$ cat config.mk
export PLATFORM = sky130hd
export DESIGN_NAME = record_exchange_sort_by_average_core
export DESIGN_NICKNAME = d
export VERILOG_FILES = /design/src/rebsa_pkg.sv /design/src/rebsa_store.sv /design/src/rebsa_seq.sv /design/src/record_exchange_sort_by_average_core.sv
export SDC_FILE = /design/constraint.sdc
export NUM_CORES = 2
export LEC_CHECK = 0
export ABC_AREA = 1
export BUFFER_PORTS_ARGS = -buffer_cell sky130_fd_sc_hd__buf_2
export CORE_MARGIN = 5
export CORE_UTILIZATION = 47
export CTS_BUF_LIST = sky130_fd_sc_hd__clkbuf_8
export CTS_CLUSTER_SIZE = 28
export DETAILED_ROUTE_END_ITERATION = 10
export PLACE_DENSITY = 0.69
export SYNTH_ARGS = -nofsm -noshare
export SYNTH_HDL_FRONTEND = slang
export SYNTH_SLANG_ARGS = --single-unit
$ cat constraint.sdc
create_clock -name clk -period 6.28 [get_ports clk]
set_clock_uncertainty 0.2 [all_clocks]
set_input_delay 1.256 -clock clk [delete_from_list [all_inputs] [get_ports clk]]
set_output_delay 1.256 -clock clk [all_outputs]
set_load 0.01 [all_outputs]
$ cat src/rebsa_pkg.sv
`timescale 1ns / 1ps
`default_nettype none
// ---------------------------------------------------------------------------
// rebsa_pkg: shared types and constants for the record sorter
// Record, load word and result word layouts, config register codes, FSM states.
// ---------------------------------------------------------------------------
package rebsa_pkg;

	localparam int SCORE_W   = 10;
	localparam int TAG_W     = 8;
	localparam int SUM_W     = 12;
	localparam int CFG_IDX_W = 2;

	// average threshold is compared against the sum, so it is kept scaled by three
	localparam int AVG_MULT = 3;

	localparam logic [SCORE_W-1:0] ENGLISH_THR_RST = SCORE_W'(900);
	localparam logic [SCORE_W-1:0] AVERAGE_THR_RST = SCORE_W'(800);

	typedef enum logic [CFG_IDX_W-1:0] {
		REG_ENGLISH_THR = 2'd0,
		REG_AVERAGE_THR = 2'd1
	} cfg_reg_t;

	typedef struct packed {
		logic [TAG_W-1:0]   tag;
		logic [SCORE_W-1:0] first;
		logic [SCORE_W-1:0] second;
		logic [SCORE_W-1:0] english;
	} record_t;

	typedef struct packed {
		logic [SCORE_W-1:0] score_first;
		logic [SCORE_W-1:0] score_second;
		logic [SCORE_W-1:0] score_english;
		logic [TAG_W-1:0]   record_tag;
		logic               last_record;
	} load_word_t;

	typedef struct packed {
		logic [TAG_W-1:0]   out_tag;
		logic [SCORE_W-1:0] out_first;
		logic [SCORE_W-1:0] out_second;
		logic [SCORE_W-1:0] out_english;
		logic [SUM_W-1:0]   score_sum;
		logic               english_high;
		logic               average_high;
		logic               overflowed;
		logic               last_out;
	} result_word_t;

	// sequencer -> output stage
	typedef struct packed {
		logic load;
		logic last;
		logic overflow;
	} emit_ctl_t;

	typedef enum logic [2:0] {
		ST_LOAD,
		ST_SORT_RI,
		ST_SORT_CI,
		ST_SORT_CMP,
		ST_SORT_WI,
		ST_EMIT_RD,
		ST_EMIT_LD
	} seq_state_t;

	function automatic logic [SUM_W-1:0] rec_sum(input record_t r);
		rec_sum = SUM_W'(r.first) + SUM_W'(r.second) + SUM_W'(r.english);
	endfunction

endpackage
`default_nettype wire

$ cat src/rebsa_store.sv
`timescale 1ns / 1ps
`default_nettype none
// ---------------------------------------------------------------------------
// rebsa_store: record memory
// One write port, one read port, read data registered.
// ---------------------------------------------------------------------------
module rebsa_store #(
	parameter int DEPTH = 64,
	parameter int AW    = 6
) (
	input  wire logic               clk,
	input  wire logic               we,
	input  wire logic [AW-1:0]      waddr,
	input  wire rebsa_pkg::record_t wdata,
	input  wire logic [AW-1:0]      raddr,
	output rebsa_pkg::record_t      rdata
);

	rebsa_pkg::record_t mem [DEPTH];
	rebsa_pkg::record_t rdata_q;

	always_ff @(posedge clk) begin
		if (we) begin
			mem[waddr] <= wdata;
		end
	end

	always_ff @(posedge clk) begin
		rdata_q <= mem[raddr];
	end

	assign rdata = rdata_q;

endmodule
`default_nettype wire

$ cat src/rebsa_seq.sv
`timescale 1ns / 1ps
`default_nettype none
// ---------------------------------------------------------------------------
// rebsa_seq: load / exchange sort / emit sequencer around the record memory
// Holds record i in a register while sweeping j; swaps write back in place.
// ---------------------------------------------------------------------------
module rebsa_seq #(
	parameter int MAX_RECORDS = 64,
	parameter int IDX_W       = 6,
	parameter int CNT_W       = 7
) (
	input  wire logic                  clk,
	input  wire logic                  arst_n,
	input  wire logic                  load_valid,
	input  wire rebsa_pkg::load_word_t load_word,
	output logic                       load_stall,
	input  wire logic                  slot_free,
	output rebsa_pkg::emit_ctl_t       emit,
	output rebsa_pkg::record_t         rec_data
);

	rebsa_pkg::seq_state_t state_q, state_d;
	logic [CNT_W-1:0]      count_q, count_d;
	logic                  ovf_q, ovf_d;
	logic [IDX_W-1:0]      i_q, i_d;
	logic [IDX_W-1:0]      j_q, j_d;
	logic [IDX_W-1:0]      k_q, k_d;
	rebsa_pkg::record_t    cur_q, cur_d;

	logic                  mem_we;
	logic [IDX_W-1:0]      mem_waddr;
	rebsa_pkg::record_t    mem_wdata;
	logic [IDX_W-1:0]      mem_raddr;
	rebsa_pkg::record_t    mem_rdata;

	logic                  full;
	rebsa_pkg::record_t    in_rec;

	rebsa_store #(
		.DEPTH (MAX_RECORDS),
		.AW    (IDX_W)
	) u_store (
		.clk   (clk),
		.we    (mem_we),
		.waddr (mem_waddr),
		.wdata (mem_wdata),
		.raddr (mem_raddr),
		.rdata (mem_rdata)
	);

	assign full     = (count_q == CNT_W'(MAX_RECORDS));
	assign rec_data = mem_rdata;

	always_comb begin
		in_rec.tag     = load_word.record_tag;
		in_rec.first   = load_word.score_first;
		in_rec.second  = load_word.score_second;
		in_rec.english = load_word.score_english;
	end

	always_ff @(posedge clk or negedge arst_n) begin
		if (!arst_n) begin
			state_q <= rebsa_pkg::ST_LOAD;
			count_q <= '0;
			ovf_q   <= 1'b0;
			i_q     <= '0;
			j_q     <= '0;
			k_q     <= '0;
		end else begin
			state_q <= state_d;
			count_q <= count_d;
			ovf_q   <= ovf_d;
			i_q     <= i_d;
			j_q     <= j_d;
			k_q     <= k_d;
		end
	end

	always_ff @(posedge clk) begin
		cur_q <= cur_d;
	end

	always_comb begin
		state_d       = state_q;
		count_d       = count_q;
		ovf_d         = ovf_q;
		i_d           = i_q;
		j_d           = j_q;
		k_d           = k_q;
		cur_d         = cur_q;
		mem_we        = 1'b0;
		mem_waddr     = '0;
		mem_wdata     = cur_q;
		mem_raddr     = '0;
		load_stall    = 1'b1;
		emit.load     = 1'b0;
		emit.last     = 1'b0;
		emit.overflow = ovf_q;

		unique case (state_q)
			rebsa_pkg::ST_LOAD: begin
				load_stall = 1'b0;
				if (load_valid) begin
					if (!full) begin
						mem_we    = 1'b1;
						mem_waddr = count_q[IDX_W-1:0];
						mem_wdata = in_rec;
						count_d   = count_q + CNT_W'(1);
					end else begin
						ovf_d = 1'b1;
					end
					if (load_word.last_record) begin
						// two or more records after this one lands -> sort
						if (full || count_q != '0) begin
							i_d     = '0;
							state_d = rebsa_pkg::ST_SORT_RI;
						end else begin
							k_d     = '0;
							state_d = rebsa_pkg::ST_EMIT_RD;
						end
					end
				end
			end
			rebsa_pkg::ST_SORT_RI: begin
				mem_raddr = i_q;
				state_d   = rebsa_pkg::ST_SORT_CI;
			end
			rebsa_pkg::ST_SORT_CI: begin
				cur_d     = mem_rdata;
				mem_raddr = i_q + IDX_W'(1);
				j_d       = i_q + IDX_W'(1);
				state_d   = rebsa_pkg::ST_SORT_CMP;
			end
			rebsa_pkg::ST_SORT_CMP: begin
				// strict greater: equal sums stay put
				if (rebsa_pkg::rec_sum(cur_q) > rebsa_pkg::rec_sum(mem_rdata)) begin
					mem_we    = 1'b1;
					mem_waddr = j_q;
					mem_wdata = cur_q;
					cur_d     = mem_rdata;
				end
				if (CNT_W'(j_q) + CNT_W'(1) == count_q) begin
					state_d = rebsa_pkg::ST_SORT_WI;
				end else begin
					mem_raddr = j_q + IDX_W'(1);
					j_d       = j_q + IDX_W'(1);
				end
			end
			rebsa_pkg::ST_SORT_WI: begin
				mem_we    = 1'b1;
				mem_waddr = i_q;
				mem_wdata = cur_q;
				if (CNT_W'(i_q) + CNT_W'(2) < count_q) begin
					i_d       = i_q + IDX_W'(1);
					mem_raddr = i_q + IDX_W'(1);
					state_d   = rebsa_pkg::ST_SORT_CI;
				end else begin
					k_d     = '0;
					state_d = rebsa_pkg::ST_EMIT_RD;
				end
			end
			rebsa_pkg::ST_EMIT_RD: begin
				if (slot_free) begin
					mem_raddr = k_q;
					state_d   = rebsa_pkg::ST_EMIT_LD;
				end
			end
			rebsa_pkg::ST_EMIT_LD: begin
				emit.load = 1'b1;
				emit.last = (CNT_W'(k_q) + CNT_W'(1) == count_q);
				if (emit.last) begin
					count_d = '0;
					ovf_d   = 1'b0;
					state_d = rebsa_pkg::ST_LOAD;
				end else begin
					k_d     = k_q + IDX_W'(1);
					state_d = rebsa_pkg::ST_EMIT_RD;
				end
			end
			default: begin
				state_d = rebsa_pkg::ST_LOAD;
			end
		endcase
	end

endmodule
`default_nettype wire

$ cat src/record_exchange_sort_by_average_core.sv
`timescale 1ns / 1ps
`default_nettype none
// ---------------------------------------------------------------------------
// record_exchange_sort_by_average_core: record loader and sorter by score sum
// Stores records, exchange-sorts them ascending by score sum on the last
// record, then streams them out with english / average threshold flags.
// ---------------------------------------------------------------------------
//
//  channel  handshake                  word                      moves on
//  -------  -------------------------  ------------------------  -------------------
//  load     load_valid / load_stall    load_word   (38+1 bits)   valid & !stall
//  result   result_valid/result_stall  result_word (54 bits)     valid & !stall
//  config   cfg_valid / cfg_ready      cfg_index, cfg_data       valid & ready
//
//  Records without the last mark are stored back to back while loading; load_stall
//  is raised during sort and emission. The last record starts the sort: for n
//  stored records each outer pass does one load of record i, one compare per later
//  record (one memory read each) and one write-back, so the sort time is set by
//  the single memory read port. Emission then reads each record and loads it into the output register.
//  Reset clears counts and flags and restores the default thresholds; the record memory is not cleared.
//  A stalled result word holds in the output register; emission waits for it.
//
module record_exchange_sort_by_average_core #(
	parameter int MAX_RECORDS = 64
) (
	input  wire logic                               clk,
	input  wire logic                               arst_n,
	// load channel
	input  wire logic                               load_valid,
	output logic                                    load_stall,
	input  wire rebsa_pkg::load_word_t              load_word,
	// result channel
	output logic                                    result_valid,
	input  wire logic                               result_stall,
	output rebsa_pkg::result_word_t                 result_word,
	// config channel
	input  wire logic                               cfg_valid,
	output logic                                    cfg_ready,
	input  wire logic [rebsa_pkg::CFG_IDX_W-1:0]    cfg_index,
	input  wire logic [rebsa_pkg::SCORE_W-1:0]      cfg_data
);

	localparam int IDX_W = (MAX_RECORDS > 1) ? $clog2(MAX_RECORDS) : 1;
	localparam int CNT_W = $clog2(MAX_RECORDS + 1);

	// thresholds; the average one is kept pre-multiplied by three
	logic [rebsa_pkg::SCORE_W-1:0] eng_thr_q;
	logic [rebsa_pkg::SUM_W-1:0]   avg3_thr_q;

	rebsa_pkg::emit_ctl_t          emit;
	rebsa_pkg::record_t            rec_data;
	logic                          slot_free;
	logic [rebsa_pkg::SUM_W-1:0]   sum;

	rebsa_pkg::result_word_t       res_q;
	logic                          res_valid_q;

	// the user must issue config writes only while idle; the block does not enforce this, and there is no backpressure
	assign cfg_ready = 1'b1;

	always_ff @(posedge clk or negedge arst_n) begin
		if (!arst_n) begin
			eng_thr_q  <= rebsa_pkg::ENGLISH_THR_RST;
			avg3_thr_q <= rebsa_pkg::SUM_W'(rebsa_pkg::AVERAGE_THR_RST) *
				rebsa_pkg::SUM_W'(rebsa_pkg::AVG_MULT);
		end else if (cfg_valid && cfg_ready) begin
			unique case (cfg_index)
				rebsa_pkg::REG_ENGLISH_THR: begin
					eng_thr_q <= cfg_data;
				end
				rebsa_pkg::REG_AVERAGE_THR: begin
					avg3_thr_q <= rebsa_pkg::SUM_W'(cfg_data) *
						rebsa_pkg::SUM_W'(rebsa_pkg::AVG_MULT);
				end
				default: begin
					// unmapped index: ignored
				end
			endcase
		end
	end

	// output slot is free next cycle if empty now or being taken now
	assign slot_free = !res_valid_q || !result_stall;

	rebsa_seq #(
		.MAX_RECORDS (MAX_RECORDS),
		.IDX_W       (IDX_W),
		.CNT_W       (CNT_W)
	) u_seq (
		.clk        (clk),
		.arst_n     (arst_n),
		.load_valid (load_valid),
		.load_word  (load_word),
		.load_stall (load_stall),
		.slot_free  (slot_free),
		.emit       (emit),
		.rec_data   (rec_data)
	);

	assign sum = rebsa_pkg::rec_sum(rec_data);

	always_ff @(posedge clk or negedge arst_n) begin
		if (!arst_n) begin
			res_valid_q <= 1'b0;
		end else if (emit.load) begin
			res_valid_q <= 1'b1;
		end else if (res_valid_q && !result_stall) begin
			res_valid_q <= 1'b0;
		end
	end

	always_ff @(posedge clk) begin
		if (emit.load) begin
			res_q.out_tag      <= rec_data.tag;
			res_q.out_first    <= rec_data.first;
			res_q.out_second   <= rec_data.second;
			res_q.out_english  <= rec_data.english;
			res_q.score_sum    <= sum;
			res_q.english_high <= (rec_data.english >= eng_thr_q);
			res_q.average_high <= (sum >= avg3_thr_q);
			res_q.overflowed   <= emit.overflow;
			res_q.last_out     <= emit.last;
		end
	end

	assign result_valid = res_valid_q;
	assign result_word  = res_q;

endmodule
`default_nettype wire
==> results.py <==
metrics = {
    "status": {
        "outcome": "finished clean",
    },
    "critical_path": {
        "cp_common_cell": "nand2_1",
        "rr_endpoint": "u_seq.u_store.mem[52][34]",
        "criticalPathCategory": "reg2reg",
        "crit_start": "u_seq.u_store.rdata[10]",
        "arrival_ps": 6400,
        "worstPathMaxFanout": 24,
        "max_stage_delay_ps": 450,
        "r2r_slack_ps": 430,
        "crit_slowest_cell": "fa_1",
        "startpoint_type": "register",
        "worstPathRequired_ps": 6840,
        "reg2regPathDepth": 28,
        "worst_r2r_startpoint": "u_seq.u_store.rdata[10]",
        "endpoint_kind": "register",
    },
    "pwr": {
        "powerDensity_nw_per_um2": 576,
        "vdd_drop_max_uv": 877,
        "p_leak_nw": 53.5,
    },
    "floorplanning": {
        "ios": 113,
        "die_h_um": 507,
        "die_w_um": 507,
        "start_util_pct": 47.2,
        "std_cell_rows": 182,
        "core_area_um2": 246000,
        "die_area_um2": 257000,
    },
    "sta": {
        "worst_pin_slew_ps": 1130,
        "period_needed_ps": 5850,
        "final_hold_viol_count": 0,
        "slew_violations": 0,
        "setup_viol": 0,
        "fmax_mhz": 171,
        "period_share_pct": 93.1,
        "max-slew-margin-rel_pct": 24.6,
        "tns_ps": 0,
        "rsz0062_at_grt": "false",
        "hold_slack_ps": 239,
    },
    "global_routing": {
        "grt_max_degree": 131,
        "grt_usage_pct": 26.3,
        "grt_antenna_before_repair": 25,
        "grt-ovfl-total": 0,
        "grt_pass1_vias": 78000,
        "grt_pass1_wl_um": 507000,
    },
    "yosys": {
        "synth_top_cell_area_share_pct": 65.3,
        "ys_ff_latch": 2614,
        "synth_edf_count": 2524,
        "synth_warnings": 0,
        "ys_seq_area_share_pct": 67.1,
        "synth.area.top_cells": "edfxtp_1, nand3_1, nand2_1, inv_1, nand3b_1",
        "synthCells": 10900,
        "yosys.area.top_type": "edfxtp_1",
        "synth.net_count": 11000,
        "synth.distinct_cells": 50,
        "syn_area_per_cell_um2": 10.7,
        "synthFlopType": "edfxtp_1",
        "synth_area_um2": 116000,
        "postSynth.asyncResetShare_pct": 1.99,
    },
    "clocking": {
        "cts_tree": "done",
        "clockBufferDepth": 4,
        "cts_root_buf": "clkbuf_8",
        "clock_latency_ps": 1160,
        "path_clk_slew_ps": 60,
        "clock_sinks": 2614,
        "numCtsBuffers": 422,
        "cts_max_level": 5,
    },
    "cells_and_area": {
        "fin_nets": 11300,
        "mostFrequentLayoutCell": "edfxtp_1",
        "final_cell_mix": "edfxtp_1, nand2_1, nand3_1",
        "drive_above_1_share_pct": 9.70,
        "area_growth_pct": 13.3,
        "n_fill_cell": 20900,
    },
    "hold_path": {
        "hp-start": "u_seq.u_store.rdata[36]",
        "whs_endpoint": "result_word[52]",
        "min-delay-path-class": "reg2reg",
        "holdPathStages": 0,
    },
    "route": {
        "first_pass_iters": 6,
        "drc": 0,
        "vias_per_cell": 5.56,
        "wirelength_um": 347000,
        "post_drt_wl_per_cell_um": 23.6,
        "final_antenna_net_count": 0,
        "drt_iter0_markers": 11400,
        "vias": 81700,
    },
    "place": {
        "dp_hpwl_um": 218000,
        "port_buffers": 111,
        "place_congestion": 0.938,
    },
    "job": {
        "drv_cap": 0,
    },
}
-- flip-flops by register name, indices dropped and copies added, names as in the netlist --
signal / cells
u_seq.u_store.mem: 2432
u_seq.cur_q: 38
u_seq.i_q: 6
u_seq.ovf_q: 1
u_seq.state_q: 3
u_seq.j_q: 6
eng_thr_q: 10
result_valid: 1
u_seq.k_q: 6
u_seq.u_store.rdata: 38
u_seq.count_q: 7
result_word: 54
avg3_thr_q: 12
-- cells by family (layout without fill, tap and decap cells) --
kind of cell,Yosys count,in the layout,share of synthesized area (%)
compound gates,155,155,0.767
xor+xnor,49,49,0.370
fa+ha+maj,103,103,1.14
buf+inv,2409,3012,8.27
flops,2614,2614,67.1
other cells,1,12,0.00323
simple gates,5535,5535,22.4
-- metal layers --
layer | GRT usage [%] | wire (um)
met5 | 0 | 21
met4 | 8.78 | 12100
met3 | 6.70 | 41900
met2 | 40.5 | 156000
met1 | 36.6 | 137000
-- report_power, final --
part	total (mW)	internal, mW	switching [mW]
clock network	13.6	6.97	6.67
registers	24.4	23.8	0.611
logic	37.7	10.2	27.5
-- worst max-delay path: cells and delay by family (launching register included) --
| family | cells | cell delay (ps) |
|---|---|---|
| AOI/OAI and AO/OA | 5 | 970 |
| xor gates and xnor gates | 1 | 170 |
| buffers and inverters | 5 | 850 |
| DFF | 1 | 330 |
| adders and majority gates | 4 | 1340 |
| and+or+nand+nor | 13 | 1670 |
-- metrics by stage --
step / setup slack [ps] / util, % / total power, mW / cells / instance area, um2
after floorplan: 102 / - / 45.9 / 10900 / 116000
after global placement: 77.9 / 50.4 / 61.5 / 14000 / 124000
after detailed placement: 68.9 / 50.4 / 61.7 / 14000 / 124000
after CTS: 44.1 / 53.5 / 75.3 / 14700 / 132000
after global routing: 12.5 / 53.5 / 79.7 / 14700 / 132000
final: 434 / 53.5 / 75.8 / 14700 / 132000
-- worst max-delay path by stage --
stage | to | slack [ps]
floorplan | u_seq.u_store.mem[18][0] | 100
global placement | u_seq.u_store.mem[17][25] | 80
detailed placement | u_seq.u_store.mem[48][20] | 70
CTS | u_seq.u_store.mem[48][20] | 40
global route | u_seq.u_store.mem[54][31] | 10
finish | u_seq.u_store.mem[52][34] | 430
-- cells in the mapped netlist, types with 2 or more instances --
cell,instances
inv_2,6
edfxtp_1,2524
nand2_1,2435
nor2_1,154
ha_1,98
o21bai_1,9
buf_6,5
o211ai_1,3
nor2_2,2
o221ai_1,2
a21oi_1,59
a31oi_1,9
dfrtp_1,44
nand2_4,2
dfxtp_1,38
a21boi_0,2
nand4_1,16
clkbuf_1,191
buf_1,41
buf_2,343
nor3_1,14
dfstp_2,8
nor2_4,2
xnor2_1,24
xor2_1,25
o22ai_1,13
nand3_1,2333
buf_4,26
inv_1,1795
a211oi_1,6
clkinv_1,2
o21ai_0,44
fa_1,5
nand3b_1,570
-- layout make-up --
type                    count  area [um2]  area share [%]
diodes                     11        27.5          0.0209
clock buffers             440        6060            4.60
clock inverters           296        1530            1.16
inverters                1803        6790            5.16
multi-input cells        5843       29300            22.3
flip-flops and latches   2614       77900            59.2
well taps                3220        4030            3.06
repair buffers            473        5980            4.54
-- timing repair --
action                                  in CTS  in global routing
hold endpoints to repair                    14                  0
hold buffers                                 1                  0
gates resized for setup                      0                 13
setup buffers                                0                  0
endpoints found under the setup margin       0               2420
No activity file was read; power rests on OpenSTA's default activity.
